==> src/rtl/core/hsvc_pkg.sv <==
// shared types and constants for the hsv to rgb converter
`default_nettype none

package hsvc_pkg;

    // input moduli and scale factors
    localparam int unsigned HUE_MOD    = 361;
    localparam int unsigned PCT_MOD    = 101;
    localparam int unsigned HUE_TOP    = 360;
    localparam int unsigned SECTOR_DEG = 60;
    localparam int unsigned PCT_SCALE  = 100;
    localparam int unsigned RAMP_SCALE = 6000;

    // exact reciprocals: floor(x/d) = (x * ceil(2^k/d)) >> k for every x in range
    localparam int unsigned HUE_SHIFT = 25;
    localparam logic [16:0] HUE_RECIP =
        17'((64'd1 << HUE_SHIFT) / 64'(HUE_MOD) + 64'd1);
    localparam int unsigned PCT_SHIFT = 23;
    localparam logic [16:0] PCT_RECIP =
        17'((64'd1 << PCT_SHIFT) / 64'(PCT_MOD) + 64'd1);

    // divisors of the level equations
    localparam int unsigned FULL_SHIFT = 22;
    localparam logic [15:0] FULL_RECIP =
        16'(((64'd1 << FULL_SHIFT) + 64'd99) / 64'd100);
    localparam int unsigned P_SHIFT = 36;
    localparam logic [22:0] P_RECIP =
        23'(((64'd1 << P_SHIFT) + 64'd9999) / 64'd10000);
    localparam int unsigned QT_SHIFT = 48;
    localparam logic [28:0] QT_RECIP =
        29'(((64'd1 << QT_SHIFT) + 64'd599999) / 64'd600000);

    typedef logic [8:0] hue_t;
    typedef logic [6:0] pct_t;
    typedef logic [7:0] chan_t;

    typedef enum logic [2:0] {
        SECTOR_R_Y = 3'd0,
        SECTOR_Y_G = 3'd1,
        SECTOR_G_C = 3'd2,
        SECTOR_C_B = 3'd3,
        SECTOR_B_M = 3'd4,
        SECTOR_M_R = 3'd5
    } sector_t;

    typedef struct packed {
        hue_t hue;
        pct_t sat;
        pct_t val;
    } hsv_t;

    typedef struct packed {
        sector_t     sector;
        pct_t        val;
        logic [19:0] num_q;
        logic [19:0] num_t;
        logic [13:0] num_p;
    } ramp_t;

    typedef struct packed {
        sector_t sector;
        chan_t   full;
        chan_t   lvl_q;
        chan_t   lvl_t;
        chan_t   lvl_p;
    } level_t;

endpackage

`default_nettype wire

==> src/rtl/core/hsvc_reduce.sv <==
// two-stage modulo reduction of raw hue, saturation and value
`default_nettype none

module hsvc_reduce (
    input  logic            clk,
    input  logic            rst_n,
    input  logic            in_valid,
    output logic            in_ready,
    input  logic [15:0]     hue_raw,
    input  logic [15:0]     sat_raw,
    input  logic [15:0]     val_raw,
    output logic            out_valid,
    input  logic            out_ready,
    output hsvc_pkg::hsv_t  out_data
);

    logic              vld1_reg;
    logic              vld2_reg;
    logic              ready1;
    logic              ready2;
    logic [15:0]       hue_raw_reg;
    logic [15:0]       sat_raw_reg;
    logic [15:0]       val_raw_reg;
    logic [7:0]        hue_quo_reg;
    logic [9:0]        sat_quo_reg;
    logic [9:0]        val_quo_reg;
    logic [32:0]       hue_prod;
    logic [32:0]       sat_prod;
    logic [32:0]       val_prod;
    logic [15:0]       hue_back;
    logic [15:0]       sat_back;
    logic [15:0]       val_back;
    logic [15:0]       hue_rem;
    logic [15:0]       sat_rem;
    logic [15:0]       val_rem;
    hsvc_pkg::hsv_t    hsv_reg;

    assign ready2   = !vld2_reg || out_ready;
    assign ready1   = !vld1_reg || ready2;
    assign in_ready = ready1;

    // quotient by reciprocal multiply
    assign hue_prod = 33'(hue_raw) * 33'(hsvc_pkg::HUE_RECIP);
    assign sat_prod = 33'(sat_raw) * 33'(hsvc_pkg::PCT_RECIP);
    assign val_prod = 33'(val_raw) * 33'(hsvc_pkg::PCT_RECIP);

    // remainder from registered quotient
    assign hue_back = 16'(hue_quo_reg) * 16'(hsvc_pkg::HUE_MOD);
    assign sat_back = 16'(sat_quo_reg) * 16'(hsvc_pkg::PCT_MOD);
    assign val_back = 16'(val_quo_reg) * 16'(hsvc_pkg::PCT_MOD);
    assign hue_rem  = hue_raw_reg - hue_back;
    assign sat_rem  = sat_raw_reg - sat_back;
    assign val_rem  = val_raw_reg - val_back;

    always_ff @(posedge clk or negedge rst_n)
    begin
        if (!rst_n)
        begin
            vld1_reg <= 1'b0;
            vld2_reg <= 1'b0;
        end
        else
        begin
            if (ready1)
            begin
                vld1_reg <= in_valid;
            end
            if (ready2)
            begin
                vld2_reg <= vld1_reg;
            end
        end
    end

    always_ff @(posedge clk)
    begin
        if (ready1 && in_valid)
        begin
            hue_raw_reg <= hue_raw;
            sat_raw_reg <= sat_raw;
            val_raw_reg <= val_raw;
            hue_quo_reg <= hue_prod[hsvc_pkg::HUE_SHIFT +: 8];
            sat_quo_reg <= sat_prod[hsvc_pkg::PCT_SHIFT +: 10];
            val_quo_reg <= val_prod[hsvc_pkg::PCT_SHIFT +: 10];
        end
        if (ready2 && vld1_reg)
        begin
            hsv_reg.hue <= hue_rem[8:0];
            hsv_reg.sat <= sat_rem[6:0];
            hsv_reg.val <= val_rem[6:0];
        end
    end

    assign out_valid = vld2_reg;
    assign out_data  = hsv_reg;

endmodule

`default_nettype wire

==> src/rtl/core/hsvc_sector.sv <==
// sector split and ramp numerators over three stages
`default_nettype none

module hsvc_sector (
    input  logic            clk,
    input  logic            rst_n,
    input  logic            in_valid,
    output logic            in_ready,
    input  hsvc_pkg::hsv_t  in_data,
    output logic            out_valid,
    input  logic            out_ready,
    output hsvc_pkg::ramp_t out_data
);

    logic                 vld3_reg;
    logic                 vld4_reg;
    logic                 vld5_reg;
    logic                 ready3;
    logic                 ready4;
    logic                 ready5;
    hsvc_pkg::sector_t    sector_next;
    logic [5:0]           hm_next;
    hsvc_pkg::sector_t    sector3_reg;
    logic [5:0]           hm3_reg;
    hsvc_pkg::pct_t       sat3_reg;
    hsvc_pkg::pct_t       val3_reg;
    hsvc_pkg::sector_t    sector4_reg;
    hsvc_pkg::pct_t       val4_reg;
    logic [12:0]          hs_q4_reg;
    logic [12:0]          hs_t4_reg;
    hsvc_pkg::pct_t       np4_reg;
    logic [5:0]           hm_rev;
    logic [12:0]          nq;
    logic [12:0]          nt;
    hsvc_pkg::ramp_t      ramp_reg;

    assign ready5   = !vld5_reg || out_ready;
    assign ready4   = !vld4_reg || ready5;
    assign ready3   = !vld3_reg || ready4;
    assign in_ready = ready3;

    // hue of 360 folds back to the start of the red sector
    always_comb
    begin
        priority if (in_data.hue >= 9'(hsvc_pkg::HUE_TOP))
        begin
            sector_next = hsvc_pkg::SECTOR_R_Y;
            hm_next     = 6'd0;
        end
        else if (in_data.hue >= 9'(5 * hsvc_pkg::SECTOR_DEG))
        begin
            sector_next = hsvc_pkg::SECTOR_M_R;
            hm_next     = 6'(in_data.hue - 9'(5 * hsvc_pkg::SECTOR_DEG));
        end
        else if (in_data.hue >= 9'(4 * hsvc_pkg::SECTOR_DEG))
        begin
            sector_next = hsvc_pkg::SECTOR_B_M;
            hm_next     = 6'(in_data.hue - 9'(4 * hsvc_pkg::SECTOR_DEG));
        end
        else if (in_data.hue >= 9'(3 * hsvc_pkg::SECTOR_DEG))
        begin
            sector_next = hsvc_pkg::SECTOR_C_B;
            hm_next     = 6'(in_data.hue - 9'(3 * hsvc_pkg::SECTOR_DEG));
        end
        else if (in_data.hue >= 9'(2 * hsvc_pkg::SECTOR_DEG))
        begin
            sector_next = hsvc_pkg::SECTOR_G_C;
            hm_next     = 6'(in_data.hue - 9'(2 * hsvc_pkg::SECTOR_DEG));
        end
        else if (in_data.hue >= 9'(hsvc_pkg::SECTOR_DEG))
        begin
            sector_next = hsvc_pkg::SECTOR_Y_G;
            hm_next     = 6'(in_data.hue - 9'(hsvc_pkg::SECTOR_DEG));
        end
        else
        begin
            sector_next = hsvc_pkg::SECTOR_R_Y;
            hm_next     = in_data.hue[5:0];
        end
    end

    assign hm_rev = 6'(hsvc_pkg::SECTOR_DEG) - hm3_reg;
    assign nq     = 13'(hsvc_pkg::RAMP_SCALE) - hs_q4_reg;
    assign nt     = 13'(hsvc_pkg::RAMP_SCALE) - hs_t4_reg;

    always_ff @(posedge clk or negedge rst_n)
    begin
        if (!rst_n)
        begin
            vld3_reg <= 1'b0;
            vld4_reg <= 1'b0;
            vld5_reg <= 1'b0;
        end
        else
        begin
            if (ready3)
            begin
                vld3_reg <= in_valid;
            end
            if (ready4)
            begin
                vld4_reg <= vld3_reg;
            end
            if (ready5)
            begin
                vld5_reg <= vld4_reg;
            end
        end
    end

    always_ff @(posedge clk)
    begin
        if (ready3 && in_valid)
        begin
            sector3_reg <= sector_next;
            hm3_reg     <= hm_next;
            sat3_reg    <= in_data.sat;
            val3_reg    <= in_data.val;
        end
        if (ready4 && vld3_reg)
        begin
            sector4_reg <= sector3_reg;
            val4_reg    <= val3_reg;
            hs_q4_reg   <= 13'(hm3_reg) * 13'(sat3_reg);
            hs_t4_reg   <= 13'(hm_rev) * 13'(sat3_reg);
            np4_reg     <= 7'(hsvc_pkg::PCT_SCALE) - sat3_reg;
        end
        if (ready5 && vld4_reg)
        begin
            ramp_reg.sector <= sector4_reg;
            ramp_reg.val    <= val4_reg;
            ramp_reg.num_q  <= 20'(val4_reg) * 20'(nq);
            ramp_reg.num_t  <= 20'(val4_reg) * 20'(nt);
            ramp_reg.num_p  <= 14'(val4_reg) * 14'(np4_reg);
        end
    end

    assign out_valid = vld5_reg;
    assign out_data  = ramp_reg;

endmodule

`default_nettype wire

==> src/rtl/core/hsvc_level.sv <==
// scale by 255 and divide by constants through exact reciprocals
`default_nettype none

module hsvc_level (
    input  logic             clk,
    input  logic             rst_n,
    input  logic             in_valid,
    output logic             in_ready,
    input  hsvc_pkg::ramp_t  in_data,
    output logic             out_valid,
    input  logic             out_ready,
    output hsvc_pkg::level_t out_data
);

    logic              vld6_reg;
    logic              ready6;
    logic [14:0]       x_full;
    logic [27:0]       x_q;
    logic [27:0]       x_t;
    logic [21:0]       x_p;
    logic [30:0]       prod_full;
    logic [56:0]       prod_q;
    logic [56:0]       prod_t;
    logic [44:0]       prod_p;
    hsvc_pkg::level_t  level_reg;

    assign ready6   = !vld6_reg || out_ready;
    assign in_ready = ready6;

    // times 255 as shift and subtract
    assign x_full = (15'(in_data.val) << 8) - 15'(in_data.val);
    assign x_q    = (28'(in_data.num_q) << 8) - 28'(in_data.num_q);
    assign x_t    = (28'(in_data.num_t) << 8) - 28'(in_data.num_t);
    assign x_p    = (22'(in_data.num_p) << 8) - 22'(in_data.num_p);

    assign prod_full = 31'(x_full) * 31'(hsvc_pkg::FULL_RECIP);
    assign prod_q    = 57'(x_q) * 57'(hsvc_pkg::QT_RECIP);
    assign prod_t    = 57'(x_t) * 57'(hsvc_pkg::QT_RECIP);
    assign prod_p    = 45'(x_p) * 45'(hsvc_pkg::P_RECIP);

    always_ff @(posedge clk or negedge rst_n)
    begin
        if (!rst_n)
        begin
            vld6_reg <= 1'b0;
        end
        else if (ready6)
        begin
            vld6_reg <= in_valid;
        end
    end

    always_ff @(posedge clk)
    begin
        if (ready6 && in_valid)
        begin
            level_reg.sector <= in_data.sector;
            level_reg.full   <= prod_full[hsvc_pkg::FULL_SHIFT +: 8];
            level_reg.lvl_q  <= prod_q[hsvc_pkg::QT_SHIFT +: 8];
            level_reg.lvl_t  <= prod_t[hsvc_pkg::QT_SHIFT +: 8];
            level_reg.lvl_p  <= prod_p[hsvc_pkg::P_SHIFT +: 8];
        end
    end

    assign out_valid = vld6_reg;
    assign out_data  = level_reg;

endmodule

`default_nettype wire

==> src/rtl/core/hsv_to_rgb_converter.sv <==
// top level of the hsv to rgb converter: pipeline and channel select
// throughput: one word per cycle while out_ready is high; a stall only backs up the stages that hold words
// in_ready drops only when every one of the seven stages holds a word and out_ready is low
// reset: rst_n asynchronous active low clears every stage valid bit, pipeline empty
`default_nettype none

module hsv_to_rgb_converter (
    input  logic        clk,
    input  logic        rst_n,
    input  logic        in_valid,
    output logic        in_ready,
    input  logic [15:0] hue_raw,
    input  logic [15:0] sat_raw,
    input  logic [15:0] val_raw,
    output logic        out_valid,
    input  logic        out_ready,
    output logic [7:0]  red,
    output logic [7:0]  green,
    output logic [7:0]  blue
);

    // stage map
    //   1-2  hsvc_reduce  reciprocal quotient, then remainder (hue mod 361, s/v mod 101)
    //   3-5  hsvc_sector  sector and offset, offset times sat, ramp numerators times val
    //   6    hsvc_level   times 255, divide by 100 / 10000 / 600000 via exact reciprocals
    //   7    here         pick full, p, q, t per sector into the output register
    // every stage holds a valid bit and moves when it is empty or the next one moves

    logic               hsv_valid;
    logic               hsv_ready;
    hsvc_pkg::hsv_t     hsv_data;
    logic               ramp_valid;
    logic               ramp_ready;
    hsvc_pkg::ramp_t    ramp_data;
    logic               lvl_valid;
    logic               lvl_ready;
    hsvc_pkg::level_t   lvl_data;

    logic               out_vld_reg;
    hsvc_pkg::chan_t    red_reg;
    hsvc_pkg::chan_t    green_reg;
    hsvc_pkg::chan_t    blue_reg;
    hsvc_pkg::chan_t    red_next;
    hsvc_pkg::chan_t    green_next;
    hsvc_pkg::chan_t    blue_next;

    hsvc_reduce u_reduce (
        .clk       (clk),
        .rst_n     (rst_n),
        .in_valid  (in_valid),
        .in_ready  (in_ready),
        .hue_raw   (hue_raw),
        .sat_raw   (sat_raw),
        .val_raw   (val_raw),
        .out_valid (hsv_valid),
        .out_ready (hsv_ready),
        .out_data  (hsv_data)
    );

    hsvc_sector u_sector (
        .clk       (clk),
        .rst_n     (rst_n),
        .in_valid  (hsv_valid),
        .in_ready  (hsv_ready),
        .in_data   (hsv_data),
        .out_valid (ramp_valid),
        .out_ready (ramp_ready),
        .out_data  (ramp_data)
    );

    hsvc_level u_level (
        .clk       (clk),
        .rst_n     (rst_n),
        .in_valid  (ramp_valid),
        .in_ready  (ramp_ready),
        .in_data   (ramp_data),
        .out_valid (lvl_valid),
        .out_ready (lvl_ready),
        .out_data  (lvl_data)
    );

    // output register takes a word whenever it is empty or being drained
    assign lvl_ready = !out_vld_reg || out_ready;

    // zero saturation needs no special path: p, q and t all reduce to the full level
    always_comb
    begin
        unique case (lvl_data.sector)
            hsvc_pkg::SECTOR_R_Y:
            begin
                red_next   = lvl_data.full;
                green_next = lvl_data.lvl_t;
                blue_next  = lvl_data.lvl_p;
            end
            hsvc_pkg::SECTOR_Y_G:
            begin
                red_next   = lvl_data.lvl_q;
                green_next = lvl_data.full;
                blue_next  = lvl_data.lvl_p;
            end
            hsvc_pkg::SECTOR_G_C:
            begin
                red_next   = lvl_data.lvl_p;
                green_next = lvl_data.full;
                blue_next  = lvl_data.lvl_t;
            end
            hsvc_pkg::SECTOR_C_B:
            begin
                red_next   = lvl_data.lvl_p;
                green_next = lvl_data.lvl_q;
                blue_next  = lvl_data.full;
            end
            hsvc_pkg::SECTOR_B_M:
            begin
                red_next   = lvl_data.lvl_t;
                green_next = lvl_data.lvl_p;
                blue_next  = lvl_data.full;
            end
            hsvc_pkg::SECTOR_M_R:
            begin
                red_next   = lvl_data.full;
                green_next = lvl_data.lvl_p;
                blue_next  = lvl_data.lvl_q;
            end
            default:
            begin
                red_next   = lvl_data.full;
                green_next = lvl_data.lvl_t;
                blue_next  = lvl_data.lvl_p;
            end
        endcase
    end

    always_ff @(posedge clk or negedge rst_n)
    begin
        if (!rst_n)
        begin
            out_vld_reg <= 1'b0;
        end
        else if (lvl_ready)
        begin
            out_vld_reg <= lvl_valid;
        end
    end

    // payload only, no reset needed
    always_ff @(posedge clk)
    begin
        if (lvl_ready && lvl_valid)
        begin
            red_reg   <= red_next;
            green_reg <= green_next;
            blue_reg  <= blue_next;
        end
    end

    assign out_valid = out_vld_reg;
    assign red       = red_reg;
    assign green     = green_reg;
    assign blue      = blue_reg;

endmodule

`default_nettype wire

==> config.mk <==
export PLATFORM = sky130hd
export DESIGN_NAME = hsv_to_rgb_converter
export DESIGN_NICKNAME = d
export VERILOG_FILES = /design/src/rtl/core/hsvc_pkg.sv /design/src/rtl/core/hsvc_reduce.sv /design/src/rtl/core/hsvc_sector.sv /design/src/rtl/core/hsvc_level.sv /design/src/rtl/core/hsv_to_rgb_converter.sv
export SDC_FILE = /design/constraint.sdc
export NUM_CORES = 2
export LEC_CHECK = 0
export ABC_AREA = 0
export BUFFER_PORTS_ARGS = -buffer_cell sky130_fd_sc_hd__buf_4
export CAP_MARGIN = 20
export CORE_AREA = 3 3 500 353
export CTS_CLUSTER_SIZE = 25
export DETAILED_ROUTE_END_ITERATION = 8
export DIE_AREA = 0 0 503 356
export PLACE_DENSITY = 0.58
export RECOVER_POWER = 100
export SLEW_MARGIN = 20
export SYNTH_ARGS = -nofsm -noshare
export SYNTH_HDL_FRONTEND = slang
export SYNTH_SLANG_ARGS = --single-unit
==> constraint.sdc <==
create_clock -name clk -period 11.08 [get_ports clk]
set_input_delay 3.324 -clock clk [delete_from_list [all_inputs] [get_ports clk]]
set_output_delay 3.324 -clock clk [all_outputs]
set_load 0.005 [all_outputs]
# Word level (Yosys, flattened, before mapping)
# Cells that the tools add are included.
[op_classes]
mul = 15
n_reduce_logical = 26
mux = 13
eq_ne = 5
magnitude_cmp = 6
add_sub_neg = 16
[op_table]
columns = ["cell", "count"]
rows = [
  ["$mul A28 B28 Y55 const B", 2],
  ["$pmux W8 S3", 3],
  ["$mul A16 B13 Y29 const B", 2],
  ["$sub A28 B20 Y28", 2],
  ["$mul A22 B21 Y42 const B", 1],
  ["$mul A7 B13 Y20", 2],
  ["$mul A16 B17 Y33 const B", 1],
  ["$mux W6", 5],
  ["$sub A6 B6 Y6 const B", 5],
  ["$mul A15 B13 Y27 const B", 1],
  ["$mul A6 B7 Y13", 2],
  ["$sub A13 B13 Y13 const A", 2],
  ["$sub A22 B14 Y22", 1],
  ["$mul A10 B7 Y7 const B", 2],
  ["$ge A9 B8 Y1 const B", 2],
  ["$ge A9 B9 Y1 const B", 2],
  ["$sub A15 B7 Y15", 1],
  ["$mul A7 B7 Y14", 1],
  ["$sub A7 B7 Y7", 2],
  ["$mux W3", 4],
  ["$ge A9 B6 Y1 const B", 1],
  ["$ge A9 B7 Y1 const B", 1],
  ["$mul A8 B9 Y9 const B", 1],
  ["$sub A9 B9 Y9", 1],
  ["11 further kinds", 34],
]
[totals]
regBits = 270
output_inout_bits = 26
elab_cells = 120

# Longest topological paths before layout
[logic_depth]
word_depth = 9
ltp_mapped = 36

# Hierarchy
# A second synthesis with hierarchy kept.
[hier_totals]
hier_cells = 6986
area_unflattened_um2 = 70281.2
[modules_own_cells]
columns = ["module", "seq_area_each_um2", "area_each_um2", "instances", "cells_per_inst"]
rows = [
  ["hsvc_level", 1076.0, 39648.0, 1, 4047],
  ["hsvc_sector", 3918.8, 14766.7, 1, 1409],
  ["hsvc_reduce", 2092.0, 14373.8, 1, 1404],
  ["hsv_to_rgb_converter", 745.7, 1492.7, 1, 126],
]

# Worst setup path after synthesis
# OpenSTA, ideal clock, no wires.
[synth_timing]
path_kind = "register -> register"
from = "register u_sector.ramp_reg, in the netlist u_sector.out_data[14]"
to = "register u_level.level_reg, in the netlist u_level.out_data[15] (data pin)"
slack_ns = 2.546
setup_ns = 0.260
stages_incl_launch_ff = 33
arrival_ns = 8.274
required_time_ns = 10.820
path_cell_list = "edfxtp_1 inv_2 ha_1 nor4b_2 a31oi_1 o21ai_1 a21oi_2 o21ai_2 o21a_1 nor2_1 xnor2_2 ha_1 inv_1 o21ai_0 fa_1 fa_1 fa_1 fa_1 fa_1 inv_1 fa_1 inv_1 ha_1 nand2_1 nor3_1 a221oi_1 nand3_1 o41ai_1 nand3_1 a211oi_2 o21bai_1 a21o_1 xnor2_1"
[synth_between]
elab_chain_len = 2
[synth_lines]
columns = ["item", "line", "rtl"]
rows = [
  ["start: declaration", "hsvc_sector.sv:35", "hsvc_pkg::ramp_t ramp_reg;"],
  ["$sub A28 B20 Y28", "hsvc_level.sv:33", "assign x_t = (28'(in_data.num_t) << 8) - 28'(in_data.num_t);"],
  ["$mul A28 B28 Y55", "hsvc_level.sv:38", "assign prod_t = 57'(x_t) * 57'(hsvc_pkg::QT_RECIP);"],
  ["via u_level.prod_t[55]", "hsvc_level.sv:23", "logic [56:0] prod_t;"],
  ["end: declaration", "hsvc_level.sv:25", "hsvc_pkg::level_t level_reg;"],
]
# The timed path passes the listed nets, and every way through them passes these cells.
# A chain may end at the register's enable or synchronous reset.

==> impl_metrics.ini <==
[sta]
slew_headroom_pct = -126
period_needed_ns = 10.22
hold_viol = 0
slew_viol_final = 495
rsz0062_at_grt = no
skew_ns = 0.0364
max_freq_ghz = 0.0979
finalCritPeriodShare_pct = 92.2
setup_violations = 0
worstMarginPinSlew_ns = 3.38
setup-tns-final_ns = 0

[cells_and_area]
seqCellArea_sq_um = 7830
nFillCells = 16538
final_layout_size_suffix_gt1_share_pct = 2.37
largest_register_ffs = 63
final_area_sq_um = 73000
stdcell_count = 9180
area_delta_synth_final_pct = 6.24
nets = 9520
multiInputGateArea_sq_um = 52900

[floorplanning]
start_util_pct = 40.1
row_count = 127
coreArea_sq_um = 171000
dieWidth_microns = 503
ios = 78
die_area_sq_um = 179000
die_y_microns = 356

[flow_run]
cap_violations = 14

[detailed_routing]
first_iter_violations = 2768
vias = 44578
wl_per_cell_microns = 18.5
ant_nets = 0
routed_wl_microns = 170000
via_per_inst = 4.86
drt_pass1_iterations = 6
drc_errors = 0

[synthesis]
syn_avg_cell_area_sq_um = 10.1
synth_cell_types = 83
syn_area_sq_um = 68700
synthArstFlopShare_pct = 2.67
synth_cells = 6817
synth_most_common_cell = inv_1
yosysSeqAreaShare_pct = 11.4
synth_edf_count = 255
ys_seq_elements = 262
synth_top_area_share_pct = 34.8
synthTopCellsByCount = 2077 x inv_1, 1376 x ha_1, 1193 x fa_1
ys_top_cells_by_area = fa_1 35%, ha_1 25%, inv_1 11%
yosysTopAreaCell = fa_1
synth_warnings = 0
ys.flop_type = edfxtp_1
syn-num-nets = 9438

[critical_path]
start_kind = register
path_delay_family = adder cells
cp_slowest_stage_delay_ns = 0.91
startpoint = u_sector.out_data[14]
r2r-start = u_sector.out_data[14]
end_kind = register
arrival_ns = 10.57
crit_required_ns = 11.44
critPathMaxFanout = 27
crit_slowest_cell = xnor2_1
crit_top_cell = fa_1
crit_type = register to register
crit_buf_inv = 4

[clocking]
clkSinkCount = 262
numCtsBuffers = 30
insertion_delay_ns = 0.64
cts_setup_buffers = 0
cts_tree = yes
cts_hold_buf = 0
htreeDepth = 1
cts_buffer_depth = 3
clk_pin_slew_worst_paths_ns = 0.07
cts-root-buf = clkbuf_16
post_cts_resized = 0

[place]
io_buffers = 77
dp.cells = 9124
dpl.hpwl_microns = 151000
gp_congestion = 0.952
place_area_sq_um = 72200

[status]
violations = capacitance limit, slew limit
status = finished, violations left

[global_routing]
grt_max_degree = 64
grt_pass1_wl_microns = 271000
grt_antenna_before_repair = 2
grt_usage_pct = 19.5
first_global_vias = 47392
grt_overflow = 0

[min_path]
hold_start = u_reduce.out_data[2]
hp-class = register to register
## cells in the final DEF, fill, tap and decap left out, types with 28 or more instances in the layout
cell / n
a21o_1: 99
a21oi_1: 195
and2_1: 106
buf_4: 43
clkbuf_1: 47
clkbuf_16: 30
edfxtp_1: 255
fa_1: 1193
ha_1: 1376
inv_1: 2077
nand2_1: 291
nand2b_1: 34
nand3_1: 58
nand4_1: 28
nor2_1: 137
nor2b_1: 44
nor3_1: 48
o21ai_0: 88
o21bai_1: 36
xnor2_1: 288
xor2_1: 93
## kinds of logic after synthesis
logic type / count (synthesis) / synth area share [%]
DFF: 262 / 11.4
muxes: 3 / 0.0437
and+or+nand+nor: 834 / 5.94
xor gates and xnor gates: 392 / 5.12
AOI/OAI and AO/OA: 619 / 6.01
adders and majority gates: 2569 / 59.8
buffers and inverters: 2138 / 11.7
## metal layers
layer | track usage [%] | part of all wire (%) | vias to the layer above
li1 | - | - | 21316
met1 | 30.8 | 52 | 22094
met2 | 26.8 | 39 | 1069
met3 | 5.48 | 8.3 | 99
met4 | 2.00 | 1.1 | 0
met5 | 0 | 0 | -
## cell type report
cell class	instances	share of cell area, %
Inverter	2083	10.7
Sequential cell	262	10.7
Tap cell	2257	3.87
Clock inverter	21	0.363
Timing Repair Buffer	105	0.855
Antenna cell	1	0.00343
Clock buffer	34	1.05
Multi-Input combinational cell	4417	72.4
## final timing paths
check | cells after the start | slack, ns | to
min in group asynchronous | 1 | 2.58 | u_reduce.vld1_reg
worst min-delay path | 0 | 0.41 | u_sector.val3_reg[2]
worst min register to register | 0 | 0.41 | u_sector.val3_reg[2]
worst max register to register | 32 | 0.86 | u_level.out_data[23]
max in group asynchronous | 1 | 8.22 | out_valid
worst max-delay path | 32 | 0.86 | u_level.out_data[23]
## worst register-to-register path, delay by kind of cell, from the launching register on
family,cells,cell delay (ns)
fa+ha+maj,9,4.11
compound gates,13,2.57
simple gates,4,1.13
xor+xnor,2,1.02
buf+inv,4,0.72
flops,1,0.39
## metrics by stage
stage | hold WS [ns] | worst slack, ns | utilization, %
3_3_place_gp | 0.401 | 1.41 | 42.1
4_1_cts | 0.418 | 1.52 | 42.7
3_5_place_dp | 0.405 | 1.52 | 42.1
6_report | 0.412 | 0.863 | 42.6
2_1_floorplan | 0.400 | 2.55 | -
5_1_grt | 0.427 | 0.457 | 42.6
Power is left out: the tool's default activity adds up to more than one toggle a clock period on the data nets, which glitch-free logic cannot reach.
